`src/hdl/vfao_pkg.sv`:
```
// ----------------------------------------------------------------------------
// vfao_pkg
// Types, constants and lookup functions shared by the voxel face AO mesher.
// ----------------------------------------------------------------------------
package vfao_pkg;

  localparam int CHUNK_EDGE_DEF = 16;
  localparam int QUEUE_DEPTH    = 4;
  localparam int NUM_FACES      = 6;
  localparam int AO_W           = 7;
  localparam int MASK_W         = 27;

  localparam logic [2:0] FACE_UP  = 3'd0;
  localparam logic [2:0] FACE_DN  = 3'd1;
  localparam logic [2:0] FACE_NZ  = 3'd2;
  localparam logic [2:0] FACE_PZ  = 3'd3;
  localparam logic [2:0] FACE_PX  = 3'd4;
  localparam logic [2:0] FACE_NX  = 3'd5;

  // neighbour bit of the direct neighbour of each face
  localparam logic [4:0] BIT_UP = 5'd16;
  localparam logic [4:0] BIT_DN = 5'd10;
  localparam logic [4:0] BIT_NZ = 5'd12;
  localparam logic [4:0] BIT_PZ = 5'd14;
  localparam logic [4:0] BIT_PX = 5'd22;
  localparam logic [4:0] BIT_NX = 5'd4;

  typedef struct packed {
    logic [3:0]        pos_x;
    logic [3:0]        pos_y;
    logic [3:0]        pos_z;
    logic [7:0]        block_id;
    logic [MASK_W-1:0] neighbour_solid;
  } in_t;

  typedef struct packed {
    logic [2:0] face;
    logic [3:0] out_x;
    logic [3:0] out_y;
    logic [3:0] out_z;
    logic [7:0] out_id;
    logic [7:0] ao_v0;
    logic [7:0] ao_v1;
    logic [7:0] ao_v2;
    logic [7:0] ao_v3;
    logic       flip_quad;
    logic       last_face;
  } out_t;

  typedef struct packed {
    logic [3:0]           x;
    logic [3:0]           y;
    logic [3:0]           z;
    logic [7:0]           id;
    logic [MASK_W-1:0]    mask;
    logic [NUM_FACES-1:0] open_faces;
  } entry_t;

  // {side, side2, corner} neighbour bits for a face and vertex
  function automatic logic [14:0] ao_taps(input logic [2:0] face, input logic [1:0] vert);
    logic [14:0] t;
    t = '0;
    unique case ({face, vert})
      {FACE_UP, 2'd0}: t = {5'd15, 5'd25, 5'd24};
      {FACE_UP, 2'd1}: t = {5'd25, 5'd17, 5'd26};
      {FACE_UP, 2'd2}: t = {5'd17, 5'd7,  5'd8};
      {FACE_UP, 2'd3}: t = {5'd15, 5'd7,  5'd6};
      {FACE_DN, 2'd0}: t = {5'd11, 5'd19, 5'd20};
      {FACE_DN, 2'd1}: t = {5'd19, 5'd9,  5'd18};
      {FACE_DN, 2'd2}: t = {5'd9,  5'd1,  5'd0};
      {FACE_DN, 2'd3}: t = {5'd11, 5'd1,  5'd2};
      {FACE_NZ, 2'd0}: t = {5'd15, 5'd3,  5'd6};
      {FACE_NZ, 2'd1}: t = {5'd3,  5'd9,  5'd0};
      {FACE_NZ, 2'd2}: t = {5'd9,  5'd21, 5'd18};
      {FACE_NZ, 2'd3}: t = {5'd15, 5'd21, 5'd24};
      {FACE_PZ, 2'd0}: t = {5'd17, 5'd23, 5'd26};
      {FACE_PZ, 2'd1}: t = {5'd23, 5'd11, 5'd20};
      {FACE_PZ, 2'd2}: t = {5'd11, 5'd5,  5'd2};
      {FACE_PZ, 2'd3}: t = {5'd17, 5'd5,  5'd8};
      {FACE_PX, 2'd0}: t = {5'd25, 5'd21, 5'd24};
      {FACE_PX, 2'd1}: t = {5'd21, 5'd19, 5'd18};
      {FACE_PX, 2'd2}: t = {5'd23, 5'd19, 5'd20};
      {FACE_PX, 2'd3}: t = {5'd23, 5'd25, 5'd26};
      {FACE_NX, 2'd0}: t = {5'd7,  5'd5,  5'd8};
      {FACE_NX, 2'd1}: t = {5'd5,  5'd1,  5'd2};
      {FACE_NX, 2'd2}: t = {5'd3,  5'd1,  5'd0};
      {FACE_NX, 2'd3}: t = {5'd3,  5'd7,  5'd6};
      default:         t = '0;
    endcase
    return t;
  endfunction

  function automatic logic [7:0] ao_value(input logic [MASK_W-1:0] mask,
                                          input logic [14:0]       taps,
                                          input logic [AO_W-1:0]   strength);
    logic       a;
    logic       b;
    logic       c;
    logic [1:0] n;
    logic [8:0] prod;
    a = mask[taps[14:10]];
    b = mask[taps[9:5]];
    c = mask[taps[4:0]];
    n = (a && b) ? 2'd3 : (2'(a) + 2'(b) + 2'(c));
    prod = 9'(n) * 9'(strength);
    return (prod > 9'd255) ? 8'd255 : prod[7:0];
  endfunction

endpackage

```
`src/hdl/vfao_front.sv`:
```
// ----------------------------------------------------------------------------
// vfao_front
// Takes voxel items, clamps coordinates, finds open faces, drops voxels
// that emit nothing and pushes the rest toward the face queue.
// ----------------------------------------------------------------------------
module vfao_front #(
  parameter int CHUNK_EDGE = vfao_pkg::CHUNK_EDGE_DEF
) (
  input  logic            clk,
  input  logic            rst,
  input  logic            vox_valid,
  output logic            vox_ready,
  input  vfao_pkg::in_t   vox,
  output logic            push_valid,
  input  logic            push_ready,
  output vfao_pkg::entry_t push_entry
);
  import vfao_pkg::*;

  localparam logic [3:0] EdgeMax = 4'(CHUNK_EDGE - 1);

  function automatic logic [3:0] clamp(input logic [3:0] c);
    return (int'(c) >= CHUNK_EDGE) ? EdgeMax : c;
  endfunction

  logic [NUM_FACES-1:0] open_faces;
  logic                 keep;

  always_comb begin
    open_faces[FACE_UP] = !vox.neighbour_solid[BIT_UP];
    open_faces[FACE_DN] = !vox.neighbour_solid[BIT_DN];
    open_faces[FACE_NZ] = !vox.neighbour_solid[BIT_NZ];
    open_faces[FACE_PZ] = !vox.neighbour_solid[BIT_PZ];
    open_faces[FACE_PX] = !vox.neighbour_solid[BIT_PX];
    open_faces[FACE_NX] = !vox.neighbour_solid[BIT_NX];
    keep = (vox.block_id != 8'd0) && (open_faces != '0);
  end

  assign vox_ready  = push_ready;
  assign push_valid = vox_valid && keep;

  always_comb begin
    push_entry.x          = clamp(vox.pos_x);
    push_entry.y          = clamp(vox.pos_y);
    push_entry.z          = clamp(vox.pos_z);
    push_entry.id         = vox.block_id;
    push_entry.mask       = vox.neighbour_solid;
    push_entry.open_faces = open_faces;
  end

`ifndef SYNTHESIS
  a_push_has_face: assert property (@(posedge clk) disable iff (rst)
    push_valid |-> (push_entry.open_faces != '0) && (push_entry.id != 8'd0))
    else $error("pushed item with no face");
  a_push_only_on_accept: assert property (@(posedge clk) disable iff (rst)
    (push_valid && push_ready) |-> (vox_valid && vox_ready))
    else $error("push without accepted item");
  a_clamped: assert property (@(posedge clk) disable iff (rst)
    push_valid |-> (int'(push_entry.x) < CHUNK_EDGE) && (int'(push_entry.y) < CHUNK_EDGE)
                   && (int'(push_entry.z) < CHUNK_EDGE))
    else $error("coordinate outside chunk");
`endif

endmodule

```
`src/hdl/vfao_fifo.sv`:
```
// ----------------------------------------------------------------------------
// vfao_fifo
// Short register queue between the front and the back end.
// ----------------------------------------------------------------------------
module vfao_fifo #(
  parameter int WIDTH = 8,
  parameter int DEPTH = vfao_pkg::QUEUE_DEPTH
) (
  input  logic             clk,
  input  logic             rst,
  input  logic             push_valid,
  output logic             push_ready,
  input  logic [WIDTH-1:0] push_data,
  output logic             pop_valid,
  input  logic             pop_ready,
  output logic [WIDTH-1:0] pop_data
);
  localparam int PtrW = (DEPTH > 1) ? $clog2(DEPTH) : 1;
  localparam int CntW = $clog2(DEPTH + 1);

  logic [WIDTH-1:0] mem [DEPTH];
  logic [PtrW-1:0]  wr_ptr;
  logic [PtrW-1:0]  rd_ptr;
  logic [CntW-1:0]  count;
  logic             do_push;
  logic             do_pop;

  assign push_ready = (count != CntW'(DEPTH));
  assign pop_valid  = (count != '0);
  assign pop_data   = mem[rd_ptr];
  assign do_push    = push_valid && push_ready;
  assign do_pop     = pop_valid && pop_ready;

  always_ff @(posedge clk) begin
    if (rst) begin
      wr_ptr <= '0;
      rd_ptr <= '0;
      count  <= '0;
    end else begin
      if (do_push) begin
        wr_ptr <= (wr_ptr == PtrW'(DEPTH - 1)) ? '0 : wr_ptr + 1'b1;
      end
      if (do_pop) begin
        rd_ptr <= (rd_ptr == PtrW'(DEPTH - 1)) ? '0 : rd_ptr + 1'b1;
      end
      if (do_push && !do_pop) begin
        count <= count + 1'b1;
      end else if (do_pop && !do_push) begin
        count <= count - 1'b1;
      end
    end
  end

  always_ff @(posedge clk) begin
    if (do_push) begin
      mem[wr_ptr] <= push_data;
    end
  end

`ifndef SYNTHESIS
  a_count_range: assert property (@(posedge clk) disable iff (rst)
    count <= CntW'(DEPTH))
    else $error("queue count out of range");
  a_ptr_gap: assert property (@(posedge clk) disable iff (rst)
    (count == '0) |-> (wr_ptr == rd_ptr))
    else $error("empty queue with pointer gap");
  a_grow: assert property (@(posedge clk) disable iff (rst)
    (do_push && !do_pop) |=> (count == $past(count) + 1'b1))
    else $error("queue count lost a push");
`endif

endmodule

```
`src/hdl/vfao_back.sv`:
```
// ----------------------------------------------------------------------------
// vfao_back
// Walks the open faces of one voxel, one face a cycle unless stalled, computes
// the vertex occlusion and quad flip, holds each face in an output register.
// ----------------------------------------------------------------------------
module vfao_back (
  input  logic                        clk,
  input  logic                        rst,
  input  logic [vfao_pkg::AO_W-1:0]   shade_step,
  input  logic                        q_valid,
  output logic                        q_ready,
  input  vfao_pkg::entry_t            q_entry,
  output logic                        face_valid,
  input  logic                        face_ready,
  output vfao_pkg::out_t              face_item
);
  import vfao_pkg::*;

  entry_t               cur;
  logic [NUM_FACES-1:0] rem;
  logic [NUM_FACES-1:0] pick;
  logic [NUM_FACES-1:0] rem_left;
  logic [2:0]           face_idx;
  logic                 busy;
  logic                 advance;
  out_t                 res;
  logic [8:0]           sum_a;
  logic [8:0]           sum_b;

  always_comb begin
    face_idx = '0;
    for (int i = NUM_FACES - 1; i >= 0; i--) begin
      if (rem[i]) begin
        face_idx = 3'(i);
      end
    end
  end

  always_comb begin
    busy     = (rem != '0);
    pick     = rem & (~rem + 1'b1);
    rem_left = rem & ~pick;
    advance  = busy && (!face_valid || face_ready);
    q_ready  = !busy || (advance && (rem_left == '0));
  end

  always_comb begin
    res.face      = face_idx;
    res.out_x     = cur.x;
    res.out_y     = cur.y;
    res.out_z     = cur.z;
    res.out_id    = cur.id;
    res.ao_v0     = ao_value(cur.mask, ao_taps(face_idx, 2'd0), shade_step);
    res.ao_v1     = ao_value(cur.mask, ao_taps(face_idx, 2'd1), shade_step);
    res.ao_v2     = ao_value(cur.mask, ao_taps(face_idx, 2'd2), shade_step);
    res.ao_v3     = ao_value(cur.mask, ao_taps(face_idx, 2'd3), shade_step);
    sum_a         = 9'(res.ao_v1) + 9'(res.ao_v3);
    sum_b         = 9'(res.ao_v0) + 9'(res.ao_v2);
    res.flip_quad = (sum_a > sum_b);
    res.last_face = (rem_left == '0);
  end

  always_ff @(posedge clk) begin
    if (rst) begin
      rem        <= '0;
      face_valid <= 1'b0;
    end else begin
      if (q_valid && q_ready) begin
        rem <= q_entry.open_faces;
      end else if (advance) begin
        rem <= rem_left;
      end
      if (advance) begin
        face_valid <= 1'b1;
      end else if (face_ready) begin
        face_valid <= 1'b0;
      end
    end
  end

  always_ff @(posedge clk) begin
    if (q_valid && q_ready) begin
      cur <= q_entry;
    end
    if (advance) begin
      face_item <= res;
    end
  end

`ifndef SYNTHESIS
  a_one_face: assert property (@(posedge clk) disable iff (rst)
    advance |-> $onehot(pick) && (face_idx < 3'(NUM_FACES)))
    else $error("face pick not one-hot");
  a_more_pending: assert property (@(posedge clk) disable iff (rst)
    (face_valid && !face_item.last_face) |-> busy)
    else $error("non-last face with nothing pending");
  a_queue_entry: assert property (@(posedge clk) disable iff (rst)
    q_valid |-> (q_entry.open_faces != '0))
    else $error("queued voxel has no open face");
  a_reset_idle: assert property (@(posedge clk)
    $past(rst) |-> !face_valid && !busy)
    else $error("back end active after reset");
`endif

endmodule

```
`src/hdl/voxel_face_ao_mesher.sv`:
```
// ----------------------------------------------------------------------------
// voxel_face_ao_mesher
// Face culling with per-vertex ambient occlusion for one voxel per item.
// ----------------------------------------------------------------------------
//  channel   signals                         dir  meaning
//  vox       vox_valid/vox_ready/vox         in   one voxel and its 3x3x3 mask
//  face      face_valid/face_ready/face_item out  one open face with AO values
//  cfg       cfg_we/cfg_wdata                in   shade step write
//
//  The face walker in the back end takes the open faces of a voxel one at a
//  time; air and enclosed voxels never reach it.
//  Front accepts whenever the 4-entry queue has room; faces leave through a
//  single output register, and a new voxel is loaded as its last face issues.
//  Reset (rst, synchronous) empties queue and output; the shade step resets to 0.
// ----------------------------------------------------------------------------
module voxel_face_ao_mesher #(
  parameter int CHUNK_EDGE  = vfao_pkg::CHUNK_EDGE_DEF,
  parameter int QUEUE_DEPTH = vfao_pkg::QUEUE_DEPTH
) (
  input  logic                      clk,
  input  logic                      rst,
  input  logic                      vox_valid,
  output logic                      vox_ready,
  input  vfao_pkg::in_t             vox,
  output logic                      face_valid,
  input  logic                      face_ready,
  output vfao_pkg::out_t            face_item,
  input  logic                      cfg_we,
  input  logic [vfao_pkg::AO_W-1:0] cfg_wdata
);
  import vfao_pkg::*;

  logic [AO_W-1:0] shade_step;
  logic            push_valid;
  logic            push_ready;
  entry_t          push_entry;
  logic            q_valid;
  logic            q_ready;
  entry_t          q_entry;

  always_ff @(posedge clk) begin
    if (rst) begin
      shade_step <= '0;
    end else if (cfg_we) begin
      shade_step <= cfg_wdata;
    end
  end

  vfao_front #(
    .CHUNK_EDGE (CHUNK_EDGE)
  ) u_front (
    .clk        (clk),
    .rst        (rst),
    .vox_valid  (vox_valid),
    .vox_ready  (vox_ready),
    .vox        (vox),
    .push_valid (push_valid),
    .push_ready (push_ready),
    .push_entry (push_entry)
  );

  vfao_fifo #(
    .WIDTH ($bits(entry_t)),
    .DEPTH (QUEUE_DEPTH)
  ) u_queue (
    .clk        (clk),
    .rst        (rst),
    .push_valid (push_valid),
    .push_ready (push_ready),
    .push_data  (push_entry),
    .pop_valid  (q_valid),
    .pop_ready  (q_ready),
    .pop_data   (q_entry)
  );

  vfao_back u_back (
    .clk         (clk),
    .rst         (rst),
    .shade_step  (shade_step),
    .q_valid     (q_valid),
    .q_ready     (q_ready),
    .q_entry     (q_entry),
    .face_valid  (face_valid),
    .face_ready  (face_ready),
    .face_item   (face_item)
  );

`ifndef SYNTHESIS
  a_cfg_write: assert property (@(posedge clk) disable iff (rst)
    cfg_we |=> (shade_step == $past(cfg_wdata)))
    else $error("shade step write lost");
  a_face_range: assert property (@(posedge clk) disable iff (rst)
    face_valid |-> (face_item.face < 3'(NUM_FACES)))
    else $error("face code out of range");
  a_no_air: assert property (@(posedge clk) disable iff (rst)
    face_valid |-> (face_item.out_id != 8'd0))
    else $error("face emitted for air");
`endif

endmodule
```
`config.mk`:
```
export PLATFORM = sky130hd
export DESIGN_NAME = voxel_face_ao_mesher
export DESIGN_NICKNAME = d
export VERILOG_FILES = /design/src/hdl/vfao_pkg.sv /design/src/hdl/vfao_front.sv /design/src/hdl/vfao_fifo.sv /design/src/hdl/vfao_back.sv /design/src/hdl/voxel_face_ao_mesher.sv
export SDC_FILE = /design/constraint.sdc
export NUM_CORES = 1
export LEC_CHECK = 0
export BUFFER_PORTS_ARGS = -buffer_cell sky130_fd_sc_hd__buf_2
export CAP_MARGIN = 20
export CORE_MARGIN = 2
export CORE_UTILIZATION = 30
export CTS_BUF_LIST = sky130_fd_sc_hd__clkbuf_4
export DETAILED_ROUTE_END_ITERATION = 8
export HOLD_SLACK_MARGIN = 0.15
export PLACE_DENSITY = 0.47
export REMOVE_ABC_BUFFERS = 1
export SLEW_MARGIN = 20
export SYNTH_ARGS = -nofsm -noshare
export SYNTH_HDL_FRONTEND = slang
export SYNTH_SLANG_ARGS = --single-unit
```
`constraint.sdc`:
```
create_clock -name clk -period 8.9 [get_ports clk]
set_input_delay 0.445 -clock clk [delete_from_list [all_inputs] [get_ports clk]]
set_output_delay 0.445 -clock clk [all_outputs]
set_load 0.03 [all_outputs]
```
-- Yosys cells after proc, flatten, opt, wreduce, memory -nomap -nowiden
Memory sizes are Yosys's and may differ from the RTL's. A register that Yosys moved wholly into a read port is not among the register bits.
Index checks and enable logic that the tools add are counted.
Widths: inputs -> output; s select.
- memories: 1
- bits in writable memories: 212
- input port bits: 59
- flip-flop bits (word level): 125
- output and inout port bits: 59
- word-level logic and storage cells: 158
- memory list (memory ; words ; width ; read ports ; clocked after Yosys merged registers in ; wr ports ; line ; text):
    u_queue.mem ; 4 ; 53 ; 1 ; 1 ; 1 ; vfao_fifo.sv:21 ; logic [WIDTH-1:0] mem [DEPTH];
- add/subtract/negate cells: 15
- eq/ne operators: 8
- magnitude comparators: 17
- multipliers: 4
- bitwise operators: 4
- reductions and logical operators: 33
- multiplexer cells: 54
- operators by type and width (cell ; number):
    $pmux 15 s6 ; 4
    $lt 5x6->1 const B ; 12
    $bmux 1 s5 ; 12
    $gt 9x8->1 const B ; 4
    $mul 2x7->9 ; 4
    $mux 8 ; 4
    $mux 3 ; 8
    $add 8x8->9 ; 2
    $mux 1 ; 16
    $mux 2 ; 8
    $and 6x6->6 ; 2
    $logic_and 1x1->1 ; 12
    $mux 6 ; 2
    $not 6->6 ; 2
    $reduce_bool 6->1 ; 2
    $logic_not 1->1 ; 10
    $gt 9x9->1 ; 1
    $add 1x1->2 ; 4
    $add 2x1->2 ; 4
    $reduce_bool 8->1 ; 1
    $add 6x1->6 const B ; 1
    $eq 3x2->1 const B ; 2
    $eq 3x3->1 const B ; 2
    $logic_not 6->1 ; 1
    other kinds (10) ; 15

-- Longest topological paths before layout
- word-level depth: 18
- depth in mapped cells: 32
- mapped depth without buffers: 31

-- Hierarchy
From an unflattened synthesis, not the netlist that was laid out.
- cells, all modules: 1035
- area total of the unflattened synthesis: 15752.6 µm²
- modules (own cells, without submodules) (module ; area each (µm²) ; cells an instance ; seq. area each (µm²) ; instances):
    vfao_fifo ; 8110.3 ; 325 ; 6546.3 ; 1
    vfao_back ; 6979.2 ; 629 ; 3233.1 ; 1
    vfao_front ; 415.4 ; 59 ; 0.0 ; 1
    voxel_face_ao_mesher ; 247.7 ; 22 ; 140.1 ; 1

-- Least setup slack after synthesis
No wires, ideal clock.
- path type: register -> register
- from: reg u_back.rem[1]
- to: reg u_back.face_item[1] (netlist name)
- setup time: 0.260 ns
- buffers on the path: 1
- setup slack: 2.778 ns
- clock period less this slack: 6.122 ns
- data required time: 8.640 ns
- arrival time: 5.862 ns
- stages on the path, launching flop included: 29
- cell sequence: dfxtp_1 buf_2 nor3_2 nor2_4 mux2_2 nor2_1 a211o_1 a31oi_2 fa_1 a21oi_2 nor2b_1 ha_1 nand3_1 o21ai_0 a21oi_1 or2_1 o21ai_0 ha_1 inv_1 fa_1 nand2b_1 o21ai_0 a31oi_1 xnor2_1 ha_1 a21oi_1 o21ai_0 a211oi_1 nor2_1
- RTL lines (what ; line ; text):
    from (decl) ; vfao_back.sv:20 ; logic [NUM_FACES-1:0] rem;
    from (signal assigned) ; vfao_back.sv:69 ; rem <= q_entry.open_faces;
    from (signal assigned) ; vfao_back.sv:71 ; rem <= rem_left;

==> qor.yml <==
worst_setup_path:
  critical-path-slowest-cell: "dfxtp_1"
  required_ps: 9410
  end_kind: "flop"
  path_class: "reg -> reg"
  cp_data_arrival_time_ps: 8530
  crit_path_frequent_cell: "o21ai_0"
  rrSetupSlack_ps: 880
  slowest_delay_ps: 690
  cp_max_fo: 14
  crit_path_start_kind: "flop"
clocking:
  cts_num_sinks: 324
  cts_root_buf: "clkbuf_4"
  cts_setup_buffers: 0
  cts_max_path_buffers: 3
  clk-insertion-delay-late_ps: 780
  cts_tree: "done"
  htreeDepth: 3
  clkTransAtPathRegs_ps: 70
  numCtsBuffers: 88
route:
  route.detailed.drc: 0
  routed_wirelength_um: 32300
  dr.pass1.iters: 4
  drtIter0Drc: 412
  postRouteAntennaNets: 0
  avgViaCountPerCell: 4.61
  wl_per_cell_um: 17.0
  num_vias: 8761
die:
  ios: 118
  start_util_pct: 30.2
  core-area_sq_um: 48600
  die_area_sq_um: 50800
  die_x_um: 225
  rows: 81
  die_y_um: 225
yosys:
  synth_cells: 960
  synth.cell_area_sq_um: 14700
  synth_top_flop_cell: "edfxtp_1"
  synth_top_area_cell: "edfxtp_1"
  synth_top_cells_by_area: "edfxtp_1, mux4_2, ha_1"
  seq_area_frac_synth_pct: 64.6
  synth_edf_count: 301
  synth_seq_cells: 324
  yosysMostFrequentCell: "edfxtp_1"
  syn_area_per_cell_sq_um: 15.3
  ys_top_cells_by_count: "edfxtp_1, nor2_1, nand2_1"
  ys_types: 64
  async_flop_share_pct: 0
  synth_top_area_share_pct: 61.5
  yosysWarnings: 0
worst_hold_path:
  hold_path.class: "in -> reg"
timing:
  max_clock_freq_ghz: 0.125
  slew_violations: 0
  fin_tns_setup_ps: 0
  slew-limit-headroom_pct: 30.3
  worst_pin_slew_ps: 1040
  skew_ps: 58.7
  fin_crit_ps: 8020
  rsz0062_at_grt: "false"
  finalSetupViolCount: 0
  period_share_pct: 90.1
  hold_viol_final: 0
finish:
  area.growth.synth_to_final_pct: 21.2
  drive_gt1_share_pct: 27.8
  nFillCells: 4718
  fin_nets: 1341
job:
  drv_cap: 0
placement:
  io_buffers: 116
  hpwl_um: 20200
  gp_congestion: 0.803
grt:
  grt_start_max_net_pins: 58
  grt_overflow: 0
  antenna_found_initial: 3
  grt_pass1_vias: 9101
  grt_usage_pct: 13.0
  grt_pass1_wl_um: 50700
status:
  outcome: "finished clean"
-- critical path, delay by kind of cell (launching register included) --
kind / cells / cell delay, ps
adder cells (fa/ha/maj): 5 / 1830
multiplexers: 1 / 370
buffers and inverters: 3 / 590
flip-flops: 1 / 690
XOR/XNOR: 1 / 150
AO/OA/AOI/OAI: 11 / 3010
AND/OR/NAND/NOR: 7 / 1110
-- path summary, 6_finish.rpt --
kind	start	end	depth (start not counted)
setup / recovery	u_back.rem[0]$_SDFFE_PP0P_	u_back.face_item[1]$_DFFE_PP_	28
hold / removal	vox_valid	u_queue.wr_ptr[1]$_SDFFE_PP0P_	5
setup reg to reg	u_back.rem[0]$_SDFFE_PP0P_	u_back.face_item[1]$_DFFE_PP_	28
hold reg to reg	u_back.cur[40]$_DFFE_PP_	u_back.face_item[41]$_DFFE_PP_	0
-- layout make-up --
| type | instances | area [sq um] | share of cell area, % |
|---|---|---|---|
| flip-flops and latches | 324 | 9510 | 53.3 |
| multi-input cells | 574 | 4970 | 27.9 |
| repair buffers | 193 | 1330 | 7.47 |
| clock buffers | 130 | 976 | 5.48 |
| well taps | 622 | 778 | 4.37 |
| inverters | 35 | 131 | 0.737 |
| clock inverters | 19 | 118 | 0.660 |
| diodes | 3 | 7.51 | 0.0421 |
-- kinds of logic after synthesis --
kind of cell | share of synthesized area (%)
XOR/XNOR | 1.61
adder cells (fa/ha/maj) | 6.25
AO/OA/AOI/OAI | 6.26
AND/OR/NAND/NOR | 8.49
flip-flops | 64.6
buffers and inverters | 1.67
multiplexers | 11.1
-- metal layers --
layer / global-route usage, % / part of all wire, % / vias up / wire length [um]
li1: - / - / 4234 / -
met4: 4.87 / 2.3 / 2 / 727
met2: 20.7 / 47 / 179 / 15000
met1: 17.0 / 46 / 4281 / 14800
met3: 3.74 / 5.3 / 65 / 1720
met5: 0 / 0.037 / - / 12
-- placed cells by master (no fill, tap or decap), drive strengths merged, types with 4 or more instances in the layout --
master,n
mux2i,36
edfxtp,301
or2,4
nor2,64
a211oi,5
ha,55
and2,24
nor2b,40
a22oi,5
nand3,13
nand2,59
nand2b,17
buf,124
nor4,5
clkinv,15
clkbuf,130
nor3,8
mux4,53
o21a,5
dfxtp,23
o211ai,5
a31oi,4
a21oi,43
inv,38
a21o,10
fa,11
o21bai,4
xor2,11
o21ai,40
xnor2,16
dlygate4sd3,69
mux2,7
-- timing repair --
item / 4_1_cts / 5_1_grt
hold buffers: 69 / 0
endpoints found under the hold margin: 223 / 0
resized for setup: 0 / 0
-- state kept, by name, summed over array words and instances (netlist names), named ones only --
| register | cells |
|---|---|
| u_queue.mem | 200 |
| u_back.face_item | 57 |
| u_back.cur | 44 |
| shade_step | 7 |
| u_back.rem | 6 |
| u_queue.count | 3 |
| u_queue.rd_ptr | 2 |
| u_queue.wr_ptr | 2 |
| u_back.face_valid | 1 |
-- stage by stage --
| stage | setup WS (ps) | util, % | instance area, sq um | hold slack, ps | std cells |
|---|---|---|---|---|---|
| after floorplan | 2340 | - | 14600 | 400 | 933 |
| after global placement | 1070 | 33.0 | 16000 | 403 | 1679 |
| after detailed placement | 960 | 33.0 | 16000 | 405 | 1679 |
| after CTS | 893 | 36.6 | 17800 | 175 | 1897 |
| after global routing | 98.8 | 36.6 | 17800 | 227 | 1900 |
| final | 884 | 36.6 | 17800 | 242 | 1900 |
Power is not shown: default switching activity piles up to over one toggle a cycle in this logic, so the estimate is an artifact.
